## config.mk

```make
export PLATFORM = sky130hd
export DESIGN_NAME = ttb_mul
export DESIGN_NICKNAME = d
export VERILOG_FILES = /design/src/hdl/ttb_mul.sv
export SDC_FILE = /design/constraint.sdc
export NUM_CORES = 2
export LEC_CHECK = 0
export BUFFER_PORTS_ARGS = -buffer_cell sky130_fd_sc_hd__buf_2
export CORE_MARGIN = 4
export CORE_UTILIZATION = 39
export DETAILED_ROUTE_END_ITERATION = 16
export GPL_ROUTABILITY_DRIVEN = 0
export PLACE_DENSITY = 0.51
export SLEW_MARGIN = 20
export SYNTH_ARGS = -nofsm -noshare
export SYNTH_HDL_FRONTEND = slang
export SYNTH_SLANG_ARGS = --single-unit
```

## constraint.sdc

```tcl
create_clock -name clk_i -period 10.24 [get_ports clk_i]
set_input_delay 2.048 -clock clk_i [delete_from_list [all_inputs] [get_ports clk_i]]
set_output_delay 2.048 -clock clk_i [all_outputs]
set_load 0.01 [all_outputs]
```

## src/hdl/ttb_mul.sv

```systemverilog
// ----------------------------------------------------------------------------
// ttb_mul
// Shared signed multiplier with a registered product.
// ----------------------------------------------------------------------------
module ttb_mul #(
  parameter int AW = 31,
  parameter int BW = 33
) (
  input  logic                  clk_i,
  input  logic signed [AW-1:0]  a_i,
  input  logic signed [BW-1:0]  b_i,
  output logic signed [AW+BW-1:0] p_o
);

  logic signed [AW+BW-1:0] p_q;

  always_ff @(posedge clk_i) begin
    p_q <= (AW+BW)'(a_i) * (AW+BW)'(b_i);
  end

  assign p_o = p_q;

endmodule

```

==> results by group <==
Place
  • IO buf count: 128
  • Sum of net half-perimeters after detailed placement: 98.62 mm

Setup path
  • Crit Path Category: in2reg
  • Worst setup SP type: input pin
  • CP max-delay cell: o31ai_1
  • Critical Path Fanout Max: 24
  • Worst setup path start: a_i[6]
  • Critical Path Max Stage Delay: 0.64 ns
  • End point of the critical path: p_o[63]$_DFF_P_
  • Type of element capturing the critical path: register
  • Top cell by count, worst path: fa_1
  • Required time worst endpoint: 10.47 ns
  • CP arrival: 9.95 ns

Clock network
  • Clock-pin slew reported for the worst setup and hold paths after clock tree synthesis: 0.06 ns
  • CTS root buffer: clkbuf_16
  • Maximum level of the CTS H-tree: 3
  • Deepest clock path buffer count: 2
  • Number of sinks driven by the clock tree: 64
  • Hold Buf Count CTS: 0
  • TritonCTS clock tree: yes
  • Number of gates given a new drive strength after cts: 0
  • Post-CTS setup-driven buffer insertion count: 0
  • CTS buffer count: 9

Detailed routing
  • Number of DRC violations after detailed-routing iteration 0: 1454
  • Number of optimization iterations in the first detailed-route pass: 7
  • Number of antenna-violating nets in the routed design: 0
  • Avg WL per Cell: 21.34 microns
  • Detailed-route DRC error count: 0
  • Vias: 26.32k
  • Routed wire length: 114.6 mm
  • Vias per std cell: 4.902

Global routing
  • Vias in the first global route: 29.51k
  • Largest net degree at the start of global routing: 34
  • Total overflow reported by the global router: 0
  • GRT Resource Usage Total: 0.2309
  • Number of antenna violations at the first check in global routing: 15
  • Global-route wire length before repair: 177.6 mm

Cells and area
  • Synth-to-Final Area Change: 7.271%
  • Filler instances: 9658
  • Layout cells sized above 1: 0.07399
  • Number of flip-flops in the largest register: 64
  • Net count reported at finish: 5417

Timing
  • Unrepaired setup endpoints after global routing: false
  • Setup-violating endpoint count in the final report: 0
  • Actual transition at the worst max-transition pin: 0.8350 ns
  • Worst-case headroom to the max-slew limit: 0.4433
  • Final critical path time including I/O delays and setup: 9.715 ns
  • Part of the cycle the worst path needs: 0.9488
  • Fmax: 102.9 MHz
  • Final number of max-transition violations: 0
  • Final Hold Vio Count: 0
  • Sum of negative setup slack: 0 ns

Yosys
  • Distinct cells, synth: 65
  • Post-Syn Area: 0.03773 sq mm
  • Number of register bits inferred by synthesis: 64
  • Top-count cell post-synth: fa_1
  • Sequential area share after synthesis: 0.03395
  • Largest cells by area after synthesis: fa_1, inv_1, and2_1
  • Synth Warn #: 0
  • Most used standard cells in the synthesized netlist: fa_1, inv_1, nand2_1
  • Main flop type after synthesis: dfxtp_1
  • Fraction of registers with async set or reset after synthesis: 0
  • Number of enable flip-flop cells after synthesis: 0
  • Instance count of the mapped netlist: 4032
  • Post-synth top area share: 0.5708
  • Post-synthesis net count: 5359
  • Cell type with the highest aggregate area in the netlist: fa_1
  • Syn Area/Cell: 9.359 sq um

Floorplanning
  • Area of the core: 0.09544 sq mm
  • Number of I/O pins: 129
  • Standard-cell rows: 113
  • Area of the die: 0.1018 sq mm
  • Starting Density: 0.3954
  • Die Width: 319.1 microns
  • Die H: 319.1 microns

Min path
  • Class of the worst hold path: in2reg
  • Hold path depth: 3

Flow run
  • Max-cap violations: 0

Status
  • Run status: completed
routing by layer:
metal,up-vias,part of all wire,wire (microns),track usage
met5,-,0.00038,43,0
met4,6,0.037,4268,0.07276
met3,157,0.047,5423,0.03088
met2,681,0.53,60370,0.4193
met1,13973,0.39,44490,0.2854
li1,11503,-,-,-
worst min-delay path by stage:
stage / start / slack [ns] / endpoint
after floorplan: b_i[1] / 2.29 / p_o[1]$_DFF_P_
after global placement: p_o[6]$_DFF_P_ / 2.45 / p_o[6]
after detailed placement: p_o[58]$_DFF_P_ / 2.44 / p_o[58]
after CTS: b_i[1] / 2.34 / p_o[1]$_DFF_P_
after global routing: b_i[1] / 2.35 / p_o[1]$_DFF_P_
final: b_i[1] / 2.33 / p_o[1]$_DFF_P_
critical path, delay by kind of cell:
family	cells	cell delay, ns
AO/OA/AOI/OAI	6	1.68
XOR/XNOR	1	0.12
adder cells (fa/ha/maj)	9	4.33
buffers and inverters	6	1.01
AND/OR/NAND/NOR	3	0.72
placed cells by master (no fill, tap or decap), types with 3 or more instances in the layout:
| cell type | Yosys | layout |
|---|---|---|
| buf_12 | 0 | 5 |
| nor2_1 | 59 | 59 |
| xor2_1 | 21 | 21 |
| a31oi_1 | 7 | 7 |
| a21oi_2 | 3 | 3 |
| nor2b_1 | 6 | 6 |
| a21oi_1 | 69 | 69 |
| a211oi_1 | 7 | 7 |
| nand2_1 | 536 | 536 |
| nand2b_1 | 9 | 9 |
| nand4_1 | 14 | 14 |
| o21bai_1 | 10 | 10 |
| o21ai_1 | 3 | 3 |
| and2_1 | 497 | 497 |
| o31ai_1 | 4 | 4 |
| dfxtp_1 | 64 | 64 |
| clkbuf_16 | 0 | 9 |
| diode_2 | 0 | 9 |
| ha_1 | 186 | 186 |
| fa_1 | 1076 | 1076 |
| o21a_1 | 9 | 9 |
| and3_1 | 6 | 6 |
| o21ai_0 | 29 | 29 |
| nor3_1 | 6 | 6 |
| buf_2 | 9 | 128 |
| xnor2_1 | 54 | 54 |
| nand3_1 | 9 | 9 |
| buf_4 | 2 | 122 |
| nor4_1 | 3 | 3 |
| a21o_1 | 25 | 25 |
| inv_1 | 1067 | 1067 |
| o211ai_1 | 4 | 4 |
per-stage QoR:
step | hold slack [ns] | utilization | cells | instance area, sq um | worst slack [ns]
final | 2.330 | 0.4241 | 5369 | 40480 | 0.5248
after detailed placement | 2.441 | 0.4210 | 5344 | 40170 | 0.2124
after global placement | 2.446 | 0.4210 | 5344 | 40170 | 0.2460
after floorplan | 2.287 | - | 4032 | 37730 | 0.9545
after global routing | 2.349 | 0.4240 | 5363 | 40460 | 0.1290
after CTS | 2.338 | 0.4239 | 5360 | 40460 | 0.5611
cell type report:
cell class	count	area (sq um)	area share
multi-input combinational	2692	31650	0.7818
inverter	1068	4009	0.09904
timing repair buffer	255	1657	0.04092
tap	1265	1583	0.03910
sequential	64	1281	0.03165
clock buffer	10	239.0	0.005904
clock inverter	6	42.54	0.001051
antenna	9	22.52	0.0005564
cell families (layout without fill, tap and decap cells):
group                      count (synthesis)  count (layout)  share of synthesized area
xor gates and xnor gates                  75              75                    0.01741
buffers and inverters                   1276            1339                     0.1274
DFF                                       64              64                    0.03395
and+or+nand+nor                         1158            1158                     0.1531
AOI/OAI and AO/OA                        197             197                    0.03558
adders and majority gates               1262            1262                     0.6325
other                                      0               9                          0
Power is left out: the tool's default activity adds up to more than one toggle a clock period on the data nets, which glitch-free logic cannot reach.
