File: config.mk
export PLATFORM = sky130hd
export DESIGN_NAME = ttb_div
export DESIGN_NICKNAME = d
export VERILOG_FILES = /design/src/hdl/ttb_pkg.sv /design/src/hdl/ttb_div.sv
export SDC_FILE = /design/constraint.sdc
export NUM_CORES = 1
export LEC_CHECK = 0
export BUFFER_PORTS_ARGS = -buffer_cell sky130_fd_sc_hd__buf_4
export CORE_AREA = 2 2 100 102
export DETAILED_ROUTE_END_ITERATION = 8
export DIE_AREA = 0 0 102 104
export GPL_TIMING_DRIVEN = 0
export MAX_ROUTING_LAYER = met4
export PLACE_DENSITY_LB_ADDON = 0.12
export SKIP_LAST_GASP = 1
export SLEW_MARGIN = 20
export SYNTH_ARGS = -nofsm -noshare
export SYNTH_HDL_FRONTEND = slang
export SYNTH_SLANG_ARGS = --single-unit
File: constraint.sdc
create_clock -name clk_i -period 4.3 [get_ports clk_i]
set_input_delay 0.645 -clock clk_i [delete_from_list [all_inputs] [get_ports clk_i]]
set_output_delay 0.645 -clock clk_i [all_outputs]
set_load 0.05 [all_outputs]
File: src/hdl/ttb_pkg.sv
// ----------------------------------------------------------------------------
// ttb_pkg
// Shared widths and constants for the triangle tangent/binormal block.
// ----------------------------------------------------------------------------
package ttb_pkg;

  localparam int POS_WIDTH_DEF = 32;
  localparam int UV_WIDTH_DEF  = 24;

  localparam int NORM_BITS = 30;                       // normalized magnitude bits
  localparam int OUT_W     = 16;                       // Q1.14 output word
  localparam int OUT_FRAC  = 14;
  localparam logic [OUT_W-1:0] OUT_ONE = OUT_W'(1) << OUT_FRAC;

  localparam int SUM_W = 2 * NORM_BITS + 2;            // sum of three squares
  localparam int LEN_W = SUM_W / 2;                    // integer square root
  localparam int QUO_W = OUT_W;                        // quotient bits
  localparam int NUM_W = NORM_BITS + OUT_FRAC + 1;     // mag*one + len/2

endpackage

File: src/hdl/ttb_div.sv
// ----------------------------------------------------------------------------
// ttb_div
// Restoring divider, one quotient bit per cycle.
// ----------------------------------------------------------------------------
module ttb_div (
  input  logic                       clk_i,
  input  logic                       rst_ni,
  input  logic                       start_i,
  input  logic [ttb_pkg::NUM_W-1:0]  num_i,
  input  logic [ttb_pkg::LEN_W-1:0]  den_i,
  output logic                       done_o,
  output logic [ttb_pkg::QUO_W-1:0]  quo_o
);
  import ttb_pkg::*;

  localparam int CNT_W = $clog2(QUO_W + 1);

  logic [LEN_W-1:0] rem_q, den_q;
  logic [QUO_W-1:0] sh_q;
  logic [CNT_W-1:0] cnt_q;
  logic             done_q;
  logic [LEN_W:0]   trial;
  logic             qbit;

  // caller guarantees the quotient fits, so the high part starts below den
  assign trial = {rem_q, sh_q[QUO_W-1]};
  assign qbit  = trial >= {1'b0, den_q};

  always_ff @(posedge clk_i or negedge rst_ni) begin
    if (!rst_ni) begin
      cnt_q  <= '0;
      done_q <= 1'b0;
    end else begin
      done_q <= 1'b0;
      if (start_i) begin
        cnt_q <= CNT_W'(QUO_W);
      end else if (cnt_q != '0) begin
        cnt_q <= cnt_q - 1'b1;
        if (cnt_q == CNT_W'(1)) done_q <= 1'b1;
      end
    end
  end

  always_ff @(posedge clk_i) begin
    if (start_i) begin
      rem_q <= LEN_W'(num_i[NUM_W-1:QUO_W]);
      sh_q  <= num_i[QUO_W-1:0];
      den_q <= den_i;
    end else if (cnt_q != '0) begin
      rem_q <= qbit ? LEN_W'(trial - {1'b0, den_q}) : trial[LEN_W-1:0];
      sh_q  <= {sh_q[QUO_W-2:0], qbit};
    end
  end

  assign done_o = done_q;
  assign quo_o  = sh_q;

endmodule

==> results of run 1 <==
-- power breakdown --
| part | internal [W] | switching [W] |
|---|---|---|
| logic | 0.00126 | 0.00168 |
| registers | 0.00121 | 0.000154 |
| clock network | 0.000325 | 0.000301 |
| total | 0.00280 | 0.00213 |
-- layer usage --
metal	GRT usage [%]	vias to the layer above	share of wire [%]
met1	34.4	2173	42
met3	6.45	28	5.6
met2	46.4	164	50
met5	-	-	0
met4	9.81	0	2.3
li1	-	2170	-
-- path summary, 6_finish.rpt --
kind,startpoint,endpoint,slack (ns),cells past startpoint
max in group asynchronous,rst_ni,done_o$_DFF_PN0_,4.13,1
hold / removal,rst_ni,cnt_q[1]$_DFFE_PN0P_,0.05,1
setup reg to reg,quo_o[15]$_DFFE_PP_,rem_q[28]$_DFFE_PP_,0.88,11
min in group clk_i,den_i[29],den_q[29]$_DFFE_PP_,0.42,1
hold reg to reg,rem_q[30]$_SDFFE_PP0P_,rem_q[30]$_SDFFE_PP0P_,0.55,2
setup / recovery,quo_o[15]$_DFFE_PP_,rem_q[28]$_DFFE_PP_,0.88,11
-- cells in the mapped netlist, types with 3 or more instances --
cell,instances
a211o_1,4
a211oi_1,6
a21boi_0,3
a21o_1,11
a21oi_1,37
a221o_1,4
a31oi_1,3
and3_1,6
buf_2,4
buf_6,3
clkbuf_1,7
dfrtp_1,6
edfxtp_1,76
ha_1,34
inv_1,44
mux2_2,31
mux2_4,8
mux2i_1,4
nand2_1,23
nand2b_1,12
nand3_1,9
nor2_1,27
nor2b_1,9
nor3_1,20
nor3b_1,9
nor4_1,5
o21a_1,5
o21ai_0,16
o21bai_1,4
o31a_1,4
o31ai_1,8
or2_2,5
or3_1,3
xnor2_1,12
xor2_1,6
-- layout make-up --
cell class / count / area (um2) / area share (%)
Timing Repair Buffer: 95 / 713 / 10.5
Clock inverter: 6 / 88.8 / 1.31
Multi-Input combinational cell: 377 / 2960 / 43.6
Inverter: 44 / 165 / 2.44
Buffer: 16 / 92.6 / 1.37
Clock buffer: 9 / 124 / 1.83
Sequential cell: 84 / 2470 / 36.5
Tap cell: 133 / 166 / 2.46
-- cell families after synthesis --
family / count (synthesis)
AO/OA/AOI/OAI: 133
XOR/XNOR: 18
adder cells (fa/ha/maj): 35
buffers and inverters: 60
flip-flops: 84
multiplexers: 43
AND/OR/NAND/NOR: 148
-- sequential cells by signal, summed over array words and instances (netlist names) --
name / cells
den_q: 31
rem_q: 31
quo_o: 16
cnt_q: 5
done_o: 1
-- stage by stage --
| stage | cell area, um2 | instances | setup slack, ns | total power [W] | setup TNS, ns |
|---|---|---|---|---|---|
| floorplan | 5670 | 521 | 1.07 | 0.00357 | 0 |
| global placement | 6550 | 749 | -0.0456 | 0.00417 | -1.85 |
| detailed placement | 6570 | 749 | 0.939 | 0.00427 | 0 |
| CTS | 6780 | 764 | 0.916 | 0.00491 | 0 |
| global route | 6780 | 764 | 0.676 | 0.00526 | 0 |
| finish | 6780 | 764 | 0.876 | 0.00493 | 0 |
==> results.sh, run 1 <==
export IMPL_status="complete, no violations"
export IMPL_synth_ff_type="edfxtp_1"
export IMPL_cap_violations=0
export IMPL_cp_top_family="compound AO/OA/AOI/OAI gates"
export IMPL_ys_ff_latch=84
export IMPL_start_util_pct=59.4
export IMPL_synth_area_um2=5670
export IMPL_synth_top_area_share_pct=40.2
export IMPL_hold_buffers=0
export IMPL_dr_pass1_iters=5
export IMPL_hold_path_class="in2async"
export IMPL_nNetsFinal=741
export IMPL_gp_congestion=0.902
export IMPL_grt_pass1_wl_um=22600
export IMPL_grt_total_usage_pct=28.4
export IMPL_critPathBufInv=1
export IMPL_yosysWarnings=0
export IMPL_rsz0062_at_grt="no"
export IMPL_crit_slowest_cell="o31ai_1"
export IMPL_die_h_um=104
export IMPL_synth_edf_count=76
export IMPL_antenna_left=0
export IMPL_synthToLayoutAreaGrowth_pct=19.5
export IMPL_cts_inserted_buffers=9
export IMPL_row_count=36
export IMPL_slew_headroom_pct=43.0
export IMPL_synth_distinct_cells=73
export IMPL_drive_above_1_share_pct=28.8
export IMPL_cp_end_kind="register"
export IMPL_portBuffers=95
export IMPL_ys_seq_area_share_pct=43.6
export IMPL_cellLeakagePower_nw=2.87
export IMPL_yosys_area_share_simple_pct=14.8
export IMPL_worst_path_max_fanout=8
export IMPL_syn_nets=635
export IMPL_final_cell_mix="buf_4 (96), edfxtp_1 (76), inv_1 (44)"
export IMPL_cts_tree="yes"
export IMPL_arrival_ns=3.65
export IMPL_synth_area_leaders="edfxtp_1 (40%), ha_1 (7.5%), mux2_2 (6.2%)"
export IMPL_fill_cells=741
export IMPL_diodes=0
export IMPL_ys_async_sr_fraction_pct=7.14
export IMPL_yosys_area_share_adder_pct=7.85
export IMPL_path_class="reg2reg"
export IMPL_cts_root_buffer="clkbuf_8"
export IMPL_drv_slew=0
export IMPL_startpoint_type="register"
export IMPL_muxShareOfSynthArea_pct=8.98
export IMPL_clock_latency_ns=0.39
export IMPL_cts_sinks=84
export IMPL_yosysTopAreaCell="edfxtp_1"
export IMPL_wl_um=14200
export IMPL_fin_crit_ns=3.42
export IMPL_io_pins=96
export IMPL_antenna_found_initial=0
export IMPL_die_w_um=102
export IMPL_postSynthAreaPerCell_um2=10.9
export IMPL_grt_pass1_vias=4627
export IMPL_setup_viol=0
export IMPL_synthXorXnorAreaFrac_pct=2.78
export IMPL_core_area_um2=9550
export IMPL_max_stage_delay_ns=0.68
export IMPL_clock_skew_final_ns=0.0151
export IMPL_cts_buffer_depth=2
export IMPL_ir_drop_uv=439
export IMPL_final_common_cell="buf_4"
export IMPL_path_clk_slew_ns=0.10
export IMPL_synth_compound_area_share_pct=17.4
export IMPL_worstMarginPinSlew_ns=0.834
export IMPL_final_core_util_pct=71.0
export IMPL_grt_ovfl_total=0
export IMPL_drc=0
export IMPL_max_freq_mhz=292
export IMPL_timing_hold_ws_ns=0.0519
export IMPL_fin_crit_sh_pct=79.6
export IMPL_post_cts_buffers=0
export IMPL_dr_total_vias=4535
export IMPL_drtIter0Drc=225
export IMPL_htree_num_levels=3
export IMPL_synthCells=521
export IMPL_p_per_area_nw_per_um2=728
export IMPL_wl_per_cell_um=18.6
export IMPL_synth_top_family_by_area="compound AO/OA/AOI/OAI gates"
export IMPL_grt_start_max_net_pins=46
export IMPL_path_cells="inv_1 > ha_1 > fa_1 > nand2b_1 > a21oi_1 > o31a_1 > o21ai_4 > o31ai_1 > o21ai_0 > mux2i_1 > nor3_1"
export IMPL_hold_viol=0
export IMPL_dp_hpwl_um=10200
export IMPL_cts_resized=0
export IMPL_vias_per_cell=5.94
export IMPL_required_ns=4.53
export IMPL_die_area_um2=10600
Note: power is estimated with default switching activity, not from simulation.
==> run 2: changes to the inputs <==
--- a/config.mk
+++ b/config.mk
@@ -5,10 +5,11 @@
 export SDC_FILE = /design/constraint.sdc
 export NUM_CORES = 1
 export LEC_CHECK = 0
+export ABC_AREA = 1
 export BUFFER_PORTS_ARGS = -buffer_cell sky130_fd_sc_hd__buf_4
-export CORE_AREA = 2 2 100 102
+export CORE_AREA = 2 2 109 111
 export DETAILED_ROUTE_END_ITERATION = 8
-export DIE_AREA = 0 0 102 104
+export DIE_AREA = 0 0 111 113
 export GPL_TIMING_DRIVEN = 0
 export MAX_ROUTING_LAYER = met4
 export PLACE_DENSITY_LB_ADDON = 0.12
==> constraint.sdc (replaced) <==
create_clock -name clk_i -period 3.2 [get_ports clk_i]
set_input_delay 0.48 -clock clk_i [delete_from_list [all_inputs] [get_ports clk_i]]
set_output_delay 0.48 -clock clk_i [all_outputs]
set_load 0.05 [all_outputs]
==> results.sh, run 2 <==
export IMPL_dr_pass1_iters=5
export IMPL_cts_buffer_depth=2
export IMPL_grt_pass1_vias=5701
export IMPL_cellLeakagePower_nw=4.24
export IMPL_yosysWarnings=0
export IMPL_drc=0
export IMPL_setup_viol=0
export IMPL_io_pins=96
export IMPL_yosysTopAreaCell="edfxtp_1"
export IMPL_grt_start_max_net_pins=36
export IMPL_synth_edf_count=76
export IMPL_postSynthAreaPerCell_um2=7.09
export IMPL_wl_um=17100
export IMPL_cap_violations=0
export IMPL_ys_ff_latch=84
export IMPL_nNetsFinal=1129
export IMPL_drv_slew=0
export IMPL_hold_viol=0
export IMPL_fill_cells=1016
export IMPL_die_w_um=111
export IMPL_gp_congestion=0.978
export IMPL_fin_setup_tns_ns=0
export IMPL_dr_total_vias=5856
export IMPL_cts_tree="yes"
export IMPL_startpoint_type="register"
export IMPL_start_util_pct=57.1
export IMPL_worstMarginPinSlew_ns=0.569
export IMPL_post_cts_buffers=0
export IMPL_ff_latch_area_um2=2470
export IMPL_ys_async_sr_fraction_pct=7.14
export IMPL_cts_root_buffer="clkbuf_16"
export IMPL_arrival_ns=2.80
export IMPL_p_per_area_nw_per_um2=924
export IMPL_die_area_um2=12500
export IMPL_synth_top_area_share_pct=35.5
export IMPL_multiInputGateArea_um2=3150
export IMPL_drtIter0Drc=371
export IMPL_ys_seq_area_share_pct=38.4
export IMPL_drive_above_1_share_pct=15.2
export IMPL_clock_skew_final_ns=0.00582
export IMPL_cts_inserted_buffers=9
export IMPL_synth_distinct_cells=42
export IMPL_cts_sinks=84
export IMPL_synth_ff_type="edfxtp_1"
export IMPL_vias_per_cell=5.04
export IMPL_final_cell_mix="nand2_1 (394), inv_1 (171), buf_4 (98)"
export IMPL_rsz0062_at_grt="no"
export IMPL_path_clk_slew_ns=0.06
export IMPL_antenna_left=0
export IMPL_antenna_found_initial=0
export IMPL_core_area_um2=11300
export IMPL_grt_ovfl_total=0
export IMPL_required_ns=3.31
export IMPL_clock_latency_ns=0.35
export IMPL_timing_hold_ws_ns=0.304
export IMPL_synth_area_leaders="edfxtp_1 (35%), nand2_1 (23%), inv_1 (10%)"
export IMPL_diodes=0
export IMPL_fin_crit_ns=2.70
export IMPL_ir_drop_uv=602
export IMPL_worst_path_max_fanout=10
export IMPL_grt_pass1_wl_um=27600
export IMPL_slew_headroom_pct=62.1
export IMPL_dp_hpwl_um=13600
export IMPL_synth_area_um2=6430
export IMPL_synthCells=907
export IMPL_synth_most_common_cell="nand2_1"
export IMPL_fin_crit_sh_pct=84.2
export IMPL_synth_top_cells_by_count="nand2_1 (394), inv_1 (172), edfxtp_1 (76), nand3_1 (65), nor2_1 (38)"
export IMPL_path_class="reg2reg"
export IMPL_cp_end_kind="register"
export IMPL_grt_total_usage_pct=29.0
export IMPL_syn_nets=1021
export IMPL_synthToLayoutAreaGrowth_pct=19.1
export IMPL_final_common_cell="nand2_1"
export IMPL_portBuffers=95
export IMPL_die_h_um=113
export IMPL_max_freq_mhz=371
export IMPL_wl_per_cell_um=14.7
export IMPL_status="complete, no violations"
export IMPL_row_count=39
export IMPL_htree_num_levels=3
export IMPL_hold_path_class="in2reg"
-- run 2: changes by cell type after synthesis, moves of 10 or more --
cell      delta
inv_1      +128
nand3b_1    +14
nand3_1     +56
nor2_1      +11
nand2b_1    -12
mux2_2      -31
nor3_1      -16
a21o_1      -10
a21oi_1     -24
nand2_1    +371
o21ai_0     -15
-- run 2: path summary, 6_finish.rpt --
| kind | start | to | slack, ns | cells past startpoint |
|---|---|---|---|---|
| setup / recovery | quo_o[15]$_DFFE_PP_ | rem_q[25]$_DFFE_PP_ | 0.50 | 16 |
| hold / removal | den_i[4] | den_q[4]$_DFFE_PP_ | 0.30 | 1 |
| setup reg to reg | quo_o[15]$_DFFE_PP_ | rem_q[25]$_DFFE_PP_ | 0.50 | 16 |
| hold reg to reg | rem_q[29]$_SDFFE_PP0P_ | rem_q[29]$_SDFFE_PP0P_ | 0.49 | 2 |
| max in group asynchronous | rst_ni | cnt_q[4]$_DFFE_PN0P_ | 2.62 | 2 |
| min in group asynchronous | rst_ni | cnt_q[3]$_DFFE_PN0P_ | 0.47 | 2 |
-- run 2: cell families after synthesis --
family	share of synthesized area (%)
simple gates	37.9
buf+inv	12.7
flops	38.4
fa+ha+maj	6.92
compound gates	1.89
xor+xnor	2.18
-- run 2: critical path: stages (launching register included) --
cell and delay [ns]:
edfxtp_1 0.37, inv_1 0.08, ha_1 0.24, fa_1 0.42, inv_1 0.15, nand2_1 0.06
nand2_1 0.13, nand3_4 0.09, nand2_4 0.11, nand2_2 0.06, nand3_2 0.06, nand2_2 0.06
nand2_2 0.11, buf_4 0.22, nand3_1 0.15, nand2_1 0.10, nand2_1 0.04
-- run 2: power by group --
group          switching [W]  internal, W  total (W)
clock               0.000447     0.000626    0.00107
sequential          0.000177      0.00160    0.00178
combinational        0.00271      0.00153    0.00423
-- run 2: timing repair --
action	in CTS	in global routing
resized for setup	0	0
endpoints found under the hold margin	6	0
hold buffers	1	0
endpoints found under the setup margin	0	0
-- run 2: area by class of cell --
type	instances	share of cell area [%]
plain buffers	19	2.12
well taps	143	2.33
repair buffers	97	9.70
clock buffers	13	3.69
clock inverters	3	0.327
inverters	174	8.52
flip-flops and latches	84	32.3
multi-input cells	630	41.0
-- run 2: stage by stage --
step	instances	power [W]	instance area (um2)	utilization (%)	worst slack [ns]
after detailed placement	1146	0.00596	7350	65.2	0.568
after global routing	1163	0.00769	7660	68.0	0.344
after CTS	1163	0.00705	7660	68.0	0.513
after floorplan	907	0.00490	6430	-	0.589
final	1163	0.00708	7660	68.0	0.505
after global placement	1145	0.00591	7330	65.0	0.171
-- run 2: layer usage --
layer | vias to the layer above | global-route usage, % | share of wire, %
li1 | 3015 | - | -
met1 | 2615 | 39.3 | 46
met2 | 202 | 45.6 | 45
met3 | 24 | 3.64 | 6.9
met4 | 0 | 10.1 | 2.1
met5 | - | - | 0
